$ cat src/design/per_frame_latency_statistics_defines.svh
// Assertion macros for the per-frame latency statistics block.
// Depends on nothing; the including module supplies clk and rst.
`ifndef PER_FRAME_LATENCY_STATISTICS_DEFINES_SVH
`define PER_FRAME_LATENCY_STATISTICS_DEFINES_SVH

// same-cycle implication, off during reset
`define PLF_ASSERT_IMP(name, ante, cons) \
  name: assert property (@(posedge clk) disable iff (rst) (ante) |-> (cons)) \
    else $error("plf: implication check failed");

// next-cycle implication, off during reset
`define PLF_ASSERT_NXT(name, ante, cons) \
  name: assert property (@(posedge clk) disable iff (rst) (ante) |=> (cons)) \
    else $error("plf: next-cycle check failed");

`endif

$ cat src/design/plf_pkg.sv
// Shared types and constants for the per-frame latency statistics block.
// No dependencies.
`default_nettype none

package plf_pkg;

  localparam int unsigned SUM_BITS_DEF = 48;
  localparam int unsigned CNT_BITS     = 32;
  localparam int unsigned DUR_BITS     = 32;
  localparam int unsigned FRAME_BITS   = 32;
  localparam int unsigned LIMIT_BITS   = 32;

  localparam logic [LIMIT_BITS-1:0] FRAME_TIME_LIMIT_RST = LIMIT_BITS'(1500000);

  typedef struct packed {
    logic [FRAME_BITS-1:0] frame_number;
    logic [DUR_BITS-1:0]   duration;
  } beat_t;

  function automatic logic [CNT_BITS-1:0] sat_inc(input logic [CNT_BITS-1:0] a);
    sat_inc = (&a) ? a : a + CNT_BITS'(1);
  endfunction

endpackage

`default_nettype wire

$ cat src/design/plf_in_reg.sv
// Input register stage: captures one beat and holds it until the core takes it.
// Depends on plf_pkg.
`default_nettype none

module plf_in_reg (
  input  wire logic                             clk,
  input  wire logic                             rst,
  input  wire logic                             in_valid,
  output      logic                             in_ready,
  input  wire logic [plf_pkg::FRAME_BITS-1:0]   frame_number,
  input  wire logic [plf_pkg::DUR_BITS-1:0]     duration,
  input  wire logic                             advance,
  output      logic                             beat_valid,
  output      plf_pkg::beat_t                   beat
);
  import plf_pkg::*;

  assign in_ready = !beat_valid || advance;

  always_ff @(posedge clk) begin
    if (rst) begin
      beat_valid <= 1'b0;
    end else if (in_ready) begin
      beat_valid <= in_valid;
    end
  end

  always_ff @(posedge clk) begin
    if (in_valid && in_ready) begin
      beat.frame_number <= frame_number;
      beat.duration     <= duration;
    end
  end

endmodule

`default_nettype wire

$ cat src/design/plf_core.sv
// Statistics state and its single-pass update; the state doubles as the result register.
// Depends on plf_pkg.
`default_nettype none

module plf_core #(
  parameter int unsigned SUM_BITS = plf_pkg::SUM_BITS_DEF
) (
  input  wire logic                             clk,
  input  wire logic                             rst,
  input  wire logic                             cfg_wr_en,
  input  wire logic [plf_pkg::LIMIT_BITS-1:0]   cfg_wr_data,
  input  wire logic                             load,
  input  wire plf_pkg::beat_t                   beat,
  output      logic [plf_pkg::CNT_BITS-1:0]     event_count,
  output      logic [SUM_BITS-1:0]              event_time_sum,
  output      logic [plf_pkg::DUR_BITS-1:0]     event_time_min,
  output      logic [plf_pkg::DUR_BITS-1:0]     event_time_max,
  output      logic [plf_pkg::CNT_BITS-1:0]     frames_counted,
  output      logic [SUM_BITS-1:0]              frame_time_sum,
  output      logic [SUM_BITS-1:0]              frame_time_min,
  output      logic [SUM_BITS-1:0]              frame_time_max,
  output      logic [plf_pkg::CNT_BITS-1:0]     calls_in_max_frame,
  output      logic [plf_pkg::FRAME_BITS-1:0]   frame_of_max,
  output      logic [plf_pkg::CNT_BITS-1:0]     calls_in_last_frame,
  output      logic [plf_pkg::CNT_BITS-1:0]     calls_in_open_frame
);
  import plf_pkg::*;

  logic [LIMIT_BITS-1:0] frame_time_limit;
  logic [FRAME_BITS-1:0] open_frame_id;
  logic [SUM_BITS-1:0]   open_frame_time;
  logic                  frame_started;

  logic [SUM_BITS-1:0]   dur_ext;
  logic [SUM_BITS:0]     all_sum_wide;
  logic [SUM_BITS:0]     open_sum_wide;
  logic [SUM_BITS:0]     closed_sum_wide;
  logic [SUM_BITS-1:0]   all_sum_next;
  logic [SUM_BITS-1:0]   open_time_add;
  logic [SUM_BITS-1:0]   closed_sum_next;
  logic                  same_frame;
  logic                  closing;
  logic                  under_limit;
  logic                  counts;
  logic                  new_max;

  assign dur_ext         = SUM_BITS'(beat.duration);
  assign all_sum_wide    = {1'b0, event_time_sum} + {1'b0, dur_ext};
  assign open_sum_wide   = {1'b0, open_frame_time} + {1'b0, dur_ext};
  assign closed_sum_wide = {1'b0, frame_time_sum} + {1'b0, open_frame_time};
  assign all_sum_next    = all_sum_wide[SUM_BITS] ? '1 : all_sum_wide[SUM_BITS-1:0];
  assign open_time_add   = open_sum_wide[SUM_BITS] ? '1 : open_sum_wide[SUM_BITS-1:0];
  assign closed_sum_next = closed_sum_wide[SUM_BITS] ? '1 : closed_sum_wide[SUM_BITS-1:0];

  assign same_frame  = frame_started && (beat.frame_number == open_frame_id);
  assign closing     = frame_started && !same_frame;
  assign under_limit = open_frame_time < SUM_BITS'(frame_time_limit);
  assign counts      = closing && under_limit;
  assign new_max     = open_frame_time >= frame_time_max;

  always_ff @(posedge clk) begin
    if (rst) begin
      frame_time_limit <= FRAME_TIME_LIMIT_RST;
    end else if (cfg_wr_en) begin
      frame_time_limit <= cfg_wr_data;
    end
  end

  always_ff @(posedge clk) begin
    if (rst) begin
      event_count         <= '0;
      event_time_sum      <= '0;
      event_time_min      <= '1;
      event_time_max      <= '0;
      frames_counted      <= '0;
      frame_time_sum      <= '0;
      frame_time_min      <= '1;
      frame_time_max      <= '0;
      calls_in_max_frame  <= '0;
      frame_of_max        <= '0;
      calls_in_last_frame <= '0;
      calls_in_open_frame <= '0;
      open_frame_id       <= '0;
      open_frame_time     <= '0;
      frame_started       <= 1'b0;
    end else if (load) begin
      event_count    <= sat_inc(event_count);
      event_time_sum <= all_sum_next;
      if (beat.duration > event_time_max) begin
        event_time_max <= beat.duration;
      end
      if (beat.duration < event_time_min) begin
        event_time_min <= beat.duration;
      end

      if (same_frame) begin
        calls_in_open_frame <= sat_inc(calls_in_open_frame);
        open_frame_time     <= open_time_add;
      end else begin
        calls_in_open_frame <= CNT_BITS'(1);
        open_frame_time     <= dur_ext;
        open_frame_id       <= beat.frame_number;
        frame_started       <= 1'b1;
      end

      if (closing) begin
        calls_in_last_frame <= calls_in_open_frame;
      end

      if (counts) begin
        frames_counted <= sat_inc(frames_counted);
        frame_time_sum <= closed_sum_next;
        if (open_frame_time < frame_time_min) begin
          frame_time_min <= open_frame_time;
        end
        if (new_max) begin
          frame_time_max     <= open_frame_time;
          calls_in_max_frame <= calls_in_open_frame;
          frame_of_max       <= open_frame_id;
        end
      end
    end
  end

endmodule

`default_nettype wire

$ cat src/design/per_frame_latency_statistics.sv
// Per-frame latency statistics, top level: input register, statistics core, output valid.
// Depends on plf_pkg, plf_in_reg, plf_core and per_frame_latency_statistics_defines.svh.
//
// Each input beat carries a frame number and a duration in microseconds. Every beat
// produces exactly one result beat holding the running event statistics (count,
// saturating sum, min, max) and the per-frame statistics over closed frames whose
// total time lies below frame_time_limit.
// A beat accepted into the input register moves into the statistics state once the
// output is free, and the state is then presented on the outputs.
// Throughput: one beat per cycle while out_ready is high; the state is the result register,
// updated by one pass of add/compare logic as a beat moves out of the input register.
// Stall: with out_ready low the result holds, the input register fills, and
// in_ready drops once both are occupied.
// Reset (rst, synchronous): statistics to their initial values, no result pending,
// frame_time_limit to 1500000. cfg_wr_en writes the limit; write only when idle.
`default_nettype none
`include "per_frame_latency_statistics_defines.svh"

module per_frame_latency_statistics #(
  parameter int unsigned SUM_BITS = plf_pkg::SUM_BITS_DEF
) (
  input  wire logic                             clk,
  input  wire logic                             rst,
  input  wire logic                             cfg_wr_en,
  input  wire logic [plf_pkg::LIMIT_BITS-1:0]   cfg_wr_data,
  input  wire logic                             in_valid,
  output      logic                             in_ready,
  input  wire logic [plf_pkg::FRAME_BITS-1:0]   frame_number,
  input  wire logic [plf_pkg::DUR_BITS-1:0]     duration,
  output      logic                             out_valid,
  input  wire logic                             out_ready,
  output      logic [plf_pkg::CNT_BITS-1:0]     event_count,
  output      logic [SUM_BITS-1:0]              event_time_sum,
  output      logic [plf_pkg::DUR_BITS-1:0]     event_time_min,
  output      logic [plf_pkg::DUR_BITS-1:0]     event_time_max,
  output      logic [plf_pkg::CNT_BITS-1:0]     frames_counted,
  output      logic [SUM_BITS-1:0]              frame_time_sum,
  output      logic [SUM_BITS-1:0]              frame_time_min,
  output      logic [SUM_BITS-1:0]              frame_time_max,
  output      logic [plf_pkg::CNT_BITS-1:0]     calls_in_max_frame,
  output      logic [plf_pkg::FRAME_BITS-1:0]   frame_of_max,
  output      logic [plf_pkg::CNT_BITS-1:0]     calls_in_last_frame,
  output      logic [plf_pkg::CNT_BITS-1:0]     calls_in_open_frame
);
  import plf_pkg::*;

  logic  beat_valid;
  beat_t beat;
  logic  advance;

  assign advance = beat_valid && (!out_valid || out_ready);

  plf_in_reg u_in_reg (
    .clk          (clk),
    .rst          (rst),
    .in_valid     (in_valid),
    .in_ready     (in_ready),
    .frame_number (frame_number),
    .duration     (duration),
    .advance      (advance),
    .beat_valid   (beat_valid),
    .beat         (beat)
  );

  plf_core #(
    .SUM_BITS (SUM_BITS)
  ) u_core (
    .clk                 (clk),
    .rst                 (rst),
    .cfg_wr_en           (cfg_wr_en),
    .cfg_wr_data         (cfg_wr_data),
    .load                (advance),
    .beat                (beat),
    .event_count         (event_count),
    .event_time_sum      (event_time_sum),
    .event_time_min      (event_time_min),
    .event_time_max      (event_time_max),
    .frames_counted      (frames_counted),
    .frame_time_sum      (frame_time_sum),
    .frame_time_min      (frame_time_min),
    .frame_time_max      (frame_time_max),
    .calls_in_max_frame  (calls_in_max_frame),
    .frame_of_max        (frame_of_max),
    .calls_in_last_frame (calls_in_last_frame),
    .calls_in_open_frame (calls_in_open_frame)
  );

  always_ff @(posedge clk) begin
    if (rst) begin
      out_valid <= 1'b0;
    end else if (advance) begin
      out_valid <= 1'b1;
    end else if (out_ready) begin
      out_valid <= 1'b0;
    end
  end

  // a held result must not be overwritten by the next beat
  `PLF_ASSERT_NXT(a_held_result, out_valid && !out_ready, out_valid && $stable(event_count))
  // every loaded beat leaves a nonzero event and open-frame count
  `PLF_ASSERT_NXT(a_count_after_load, advance, event_count != '0 && calls_in_open_frame != '0)
  // once any event is seen, min cannot exceed max
  `PLF_ASSERT_IMP(a_event_min_max, event_count != '0, event_time_min <= event_time_max)
  // no counted frame means the frame maximum is still at its reset value
  `PLF_ASSERT_IMP(a_frame_max_empty, frames_counted == '0, frame_time_max == '0)

endmodule

`default_nettype wire

$ cat config.mk
export PLATFORM = sky130hd
export DESIGN_NAME = per_frame_latency_statistics
export DESIGN_NICKNAME = d
export VERILOG_FILES = /design/src/design/plf_pkg.sv /design/src/design/plf_in_reg.sv /design/src/design/plf_core.sv /design/src/design/per_frame_latency_statistics.sv
export VERILOG_INCLUDE_DIRS = /design/src /design/src/design
export SDC_FILE = /design/constraint.sdc
export NUM_CORES = 2
export LEC_CHECK = 0
export BUFFER_PORTS_ARGS = -buffer_cell sky130_fd_sc_hd__buf_4
export CAP_MARGIN = 40
export CORE_AREA = 2 2 313 315
export DETAILED_ROUTE_END_ITERATION = 12
export DIE_AREA = 0 0 315 317
export HOLD_SLACK_MARGIN = 0.1
export PLACE_DENSITY = 0.64
export SYNTH_ARGS = -nofsm -noshare
export SYNTH_HDL_FRONTEND = slang
export SYNTH_SLANG_ARGS = --single-unit
$ cat constraint.sdc
create_clock -name clk -period 3.4 [get_ports clk]
set_input_delay 0.68 -clock clk [delete_from_list [all_inputs] [get_ports clk]]
set_output_delay 0.68 -clock clk [all_outputs]
set_load 0.02 [all_outputs]
==> qor.log <==
[status] run status completed
[layout] leading cell type in the layout, fill and taps excluded sky130_fd_sc_hd__buf_4
[power] Static Leak 20.48 nW
[power] switch share 27.95%
[routing] number of DRC markers in iteration 0 2133
[yosys] net count after synthesis 4185
[yosys] proportion of synthesized chip area in sequential cells 39.40%
[floorplanning] Ports 551
[routing] count of vias placed by the detailed router 30480
[worst_setup_path] kind of end point of the critical path register
[yosys] number of flops mapped to enable cells by yosys 64
[cts] number of buffers created by CTS 75
[timing] worst rel slew slack 26.79%
[power] cell area power density 432.5 nW/um2
[cts] Post-CTS Hold Fix Bufs 0
[power] Sw Pwr 5.289 mW
[worst_setup_path] Cell Chain, Critical Path ha_2, inv_2, fa_2, nor2b_2, o31a_1, o31ai_4, o211ai_1, a211o_1, o211ai_1, nor2_2, or4_4, a21oi_2, nor3_2
[timing] final count of pins violating max slew 0
[yosys] total number of yosys warnings 0
[yosys] Mapped Area 33480 um2
[power] Reg power frac 42.1%
[power] combinational fraction of design power 14.5%
[routing] count of antenna-violating nets left after detailed routing 0
[yosys] share of the synthesized area in the top cell type 33.66%
[timing] part of the cycle the worst path needs 97.93%
[global_route] GRT met1 Usage 28.79%
[routing] 1st-pass router iterations 5
[yosys] number of synthesized register bits 627
[layout] number of filler cells placed in the layout 9232
[cts] H-tree depth 3
[placed_design] total cell area at the placement stage 40780 um2
[worst_setup_path] maximum fanout count along the critical path 4
[power] IR Drop Worst-Case VDD 0.4152 mV
[routing] final routed wirelength across all metal layers 115700 um
[timing] Max Clock Freq 300.3 MHz
[global_route] pin count of the biggest net entering global routing 212
[timing] clk_skew 21.79 ps
[global_route] Global Route met2 Usage 37.17%
[layout] commonest cells after routing, fill and taps aside 786 x sky130_fd_sc_hd__buf_4, 555 x sky130_fd_sc_hd__dfxtp_1, 441 x sky130_fd_sc_hd__nor2_1
[worst_setup_path] required time at the worst-slack endpoint 3920 ps
[yosys] FFs w/ async S/R, synth 0%
[worst_setup_path] worst path bufs/invs 1
[cts] Clock transition at path regs 60 ps
[hold_path] path category of the worst min-delay check input port to register
[yosys] Avg Inst Size Synth 8.865 um2
[global_route] Total Routing Usage GR 22.29%
[timing] number of endpoints with negative hold slack in the final report 0
[yosys] cell type with the highest aggregate area in the netlist sky130_fd_sc_hd__dfxtp_1
[routing] Vias/cell 5.219
[global_route] antenna violations before repair 5
[worst_setup_path] slowest stage cell on the critical path sky130_fd_sc_hd__or4_4
[worst_setup_path] element type at the critical path start register
[worst_setup_path] Most Frequent Cell on Critical Path sky130_fd_sc_hd__o211ai_1
[yosys] most frequently used flop master after synthesis sky130_fd_sc_hd__dfxtp_1
[yosys] top cells by area in the synthesized netlist sky130_fd_sc_hd__dfxtp_1 34%, sky130_fd_sc_hd__ha_1 11%, sky130_fd_sc_hd__mux2i_1 6.5%
[cts] clock buffer depth 3
[power] Int Pwr 13.63 mW
[power] clock share of power 43.4%
[floorplanning] FP Rows 114
[layout] Syn-to-layout area delta 30.66%
[cts] TritonCTS clock tree done
[global_route] global route total overflow 0
[cts] cell chosen for the clock root sky130_fd_sc_hd__clkbuf_16
[timing] time the worst path needs with I/O delays and setup 3330 ps
[global_route] global-route wire length before repair 173700 um
[floorplanning] core footprint 96280 um2
[timing] actual slew at the worst max-slew pin 1098 ps
[worst_setup_path] worst reg2reg setup slack 70 ps
[layout] total number of nets in the final design 4912
[placed_design] final weighted congestion in routability-driven placement 0.9303
[global_route] most congested layer reported by global routing met2
[timing] unrepaired setup endpoints after global routing yes
[yosys] unique cell type count in the Yosys netlist 84
[floorplanning] initial cell density of the core 34.78%
[power] post-layout power 18.92 mW
[cts] TritonCTS sink count 627
[worst_setup_path] Crit Reg-Reg Startpoint u_in_reg.beat[0]
[placed_design] HPWL after detailed placement 87240 um
[layout] final instance area 43750 um2
[placed_design] count of port buffers added during placement 550
[floorplanning] overall die width 315 um
[routing] post-DR wirelength/cell 19.81 um
[global_route] met3 track demand over resource 3.548%
[timing] number of endpoints failing setup at the final stage 0
[timing] Fin Hold WS 198.4 ps
[floorplanning] Die Outline Area 99860 um2
[yosys] Post-Synthesis Cells 3777
[hold_path] Hold Path Origin duration[30]
[worst_setup_path] startpoint-to-endpoint class of the critical path register to register
[routing] post-detailed-route DRC marker count 0
[global_route] vias in the first global route 29200
[worst_setup_path] signal arrival time at the worst endpoint 3850 ps
[placed_design] placed cell count 5685
[floorplanning] Vert. Die Dim 317 um
[layout] proportion of layout cells with a drive suffix above 1 22.64%
[worst_setup_path] critical path's largest stage delay 520 ps
[layout] filler-free cell count of the finished design 5840
[worst_setup_path] first element of the critical path u_in_reg.beat[0]
[cts] worst-skew pair later-pin latency 660 ps
[worst_setup_path] Top delay family on crit path compound AO/OA/AOI/OAI gates
[job] number of max-cap violations 0
[Yosys cell counts (32+ instances only)]
cell type / n
sky130_fd_sc_hd__nand2_1: 330
sky130_fd_sc_hd__edfxtp_1: 64
sky130_fd_sc_hd__inv_1: 237
sky130_fd_sc_hd__o211ai_1: 60
sky130_fd_sc_hd__xor2_1: 99
sky130_fd_sc_hd__a21o_1: 105
sky130_fd_sc_hd__mux2i_1: 216
sky130_fd_sc_hd__clkbuf_1: 134
sky130_fd_sc_hd__dfxtp_1: 563
sky130_fd_sc_hd__and3_1: 43
sky130_fd_sc_hd__a21oi_1: 291
sky130_fd_sc_hd__xnor2_1: 113
sky130_fd_sc_hd__nand4_1: 85
sky130_fd_sc_hd__a211oi_1: 69
sky130_fd_sc_hd__ha_1: 304
sky130_fd_sc_hd__nor2_1: 445
sky130_fd_sc_hd__or3_1: 32
sky130_fd_sc_hd__nand3_1: 69
sky130_fd_sc_hd__o21ai_0: 143
[path summary, 6_finish.rpt]
path	to	depth (start not counted)
max reg2reg	u_core.open_frame_time[47]	13
min reg2reg	u_core.frame_time_min[38]	2
min	u_in_reg.beat[30]	1
max	u_core.open_frame_time[47]	13
[sequential cells by signal, summed over array words and instances (netlist names)]
signal                      flops
u_core.frame_time_sum          48
u_core.frame_time_limit        32
u_core.frame_time_max          48
u_core.calls_in_open_frame     32
u_core.open_frame_id           32
u_core.event_time_sum          48
u_core.frames_counted          32
u_core.frame_time_min          48
u_core.event_count             32
u_core.frame_of_max            32
u_in_reg.beat_valid             1
u_core.frame_started            1
out_valid                       1
u_core.event_time_min          32
u_core.event_time_max          32
u_core.calls_in_max_frame      32
u_core.calls_in_last_frame     32
u_in_reg.beat                  64
u_core.open_frame_time         48
[per-stage QoR]
stage / setup WS, ps / TNS (ps) / util (%)
floorplan: 11.24 / 0 / -
global placement: -263.3 / -8138 / 42.35
detailed placement: -193.5 / -6475 / 42.35
CTS: -71.34 / -407.2 / 45.07
global route: -77.93 / -507.2 / 45.44
finish: 70.29 / 0 / 45.44
[what timing repair did]
action,CTS,global route
cloned,1,0
buffers inserted,7,11
pin swaps,12,16
endpoints found under the setup margin,134,246
resized for setup,16,63
[kinds of logic (layout without fill, tap and decap cells)]
logic type | after synthesis | after routing | share of synthesized area (%)
simple gates | 1154 | 1154 | 15.74
compound gates | 857 | 857 | 16.52
flops | 627 | 627 | 39.40
buf+inv | 404 | 1190 | 4.794
fa+ha+maj | 307 | 307 | 11.54
mux | 216 | 216 | 6.457
xor+xnor | 212 | 212 | 5.545
other cells | 0 | 1 | 0
[power groups by stage]
stage | clock [mW] | sequential, mW | combinational, mW
floorplan | 0 | 8.22 | 1.46
global placement | 0 | 8.12 | 2.64
detailed placement | 0 | 8.13 | 2.66
CTS | 8.40 | 7.97 | 2.70
global route | 8.72 | 7.99 | 3.01
finish | 8.20 | 7.97 | 2.75
[cell type report]
type	instances	area [um2]	area share, %
diodes	1	2.502	0.005720
clock buffers	108	2175	4.971
clock inverters	28	319.1	0.7293
inverters	238	895.9	2.048
multi-input cells	2746	19090	43.64
flip-flops and latches	627	13200	30.18
well taps	1276	1597	3.649
repair buffers	816	6465	14.78
[routing by layer]
metal  up-vias  routed length [um]
met2       914               54450
met5         -                  28
met1     14500               50240
met3       194                6828
li1      14870                   -
met4         4                4159
Power figures use the tool's default switching activity.
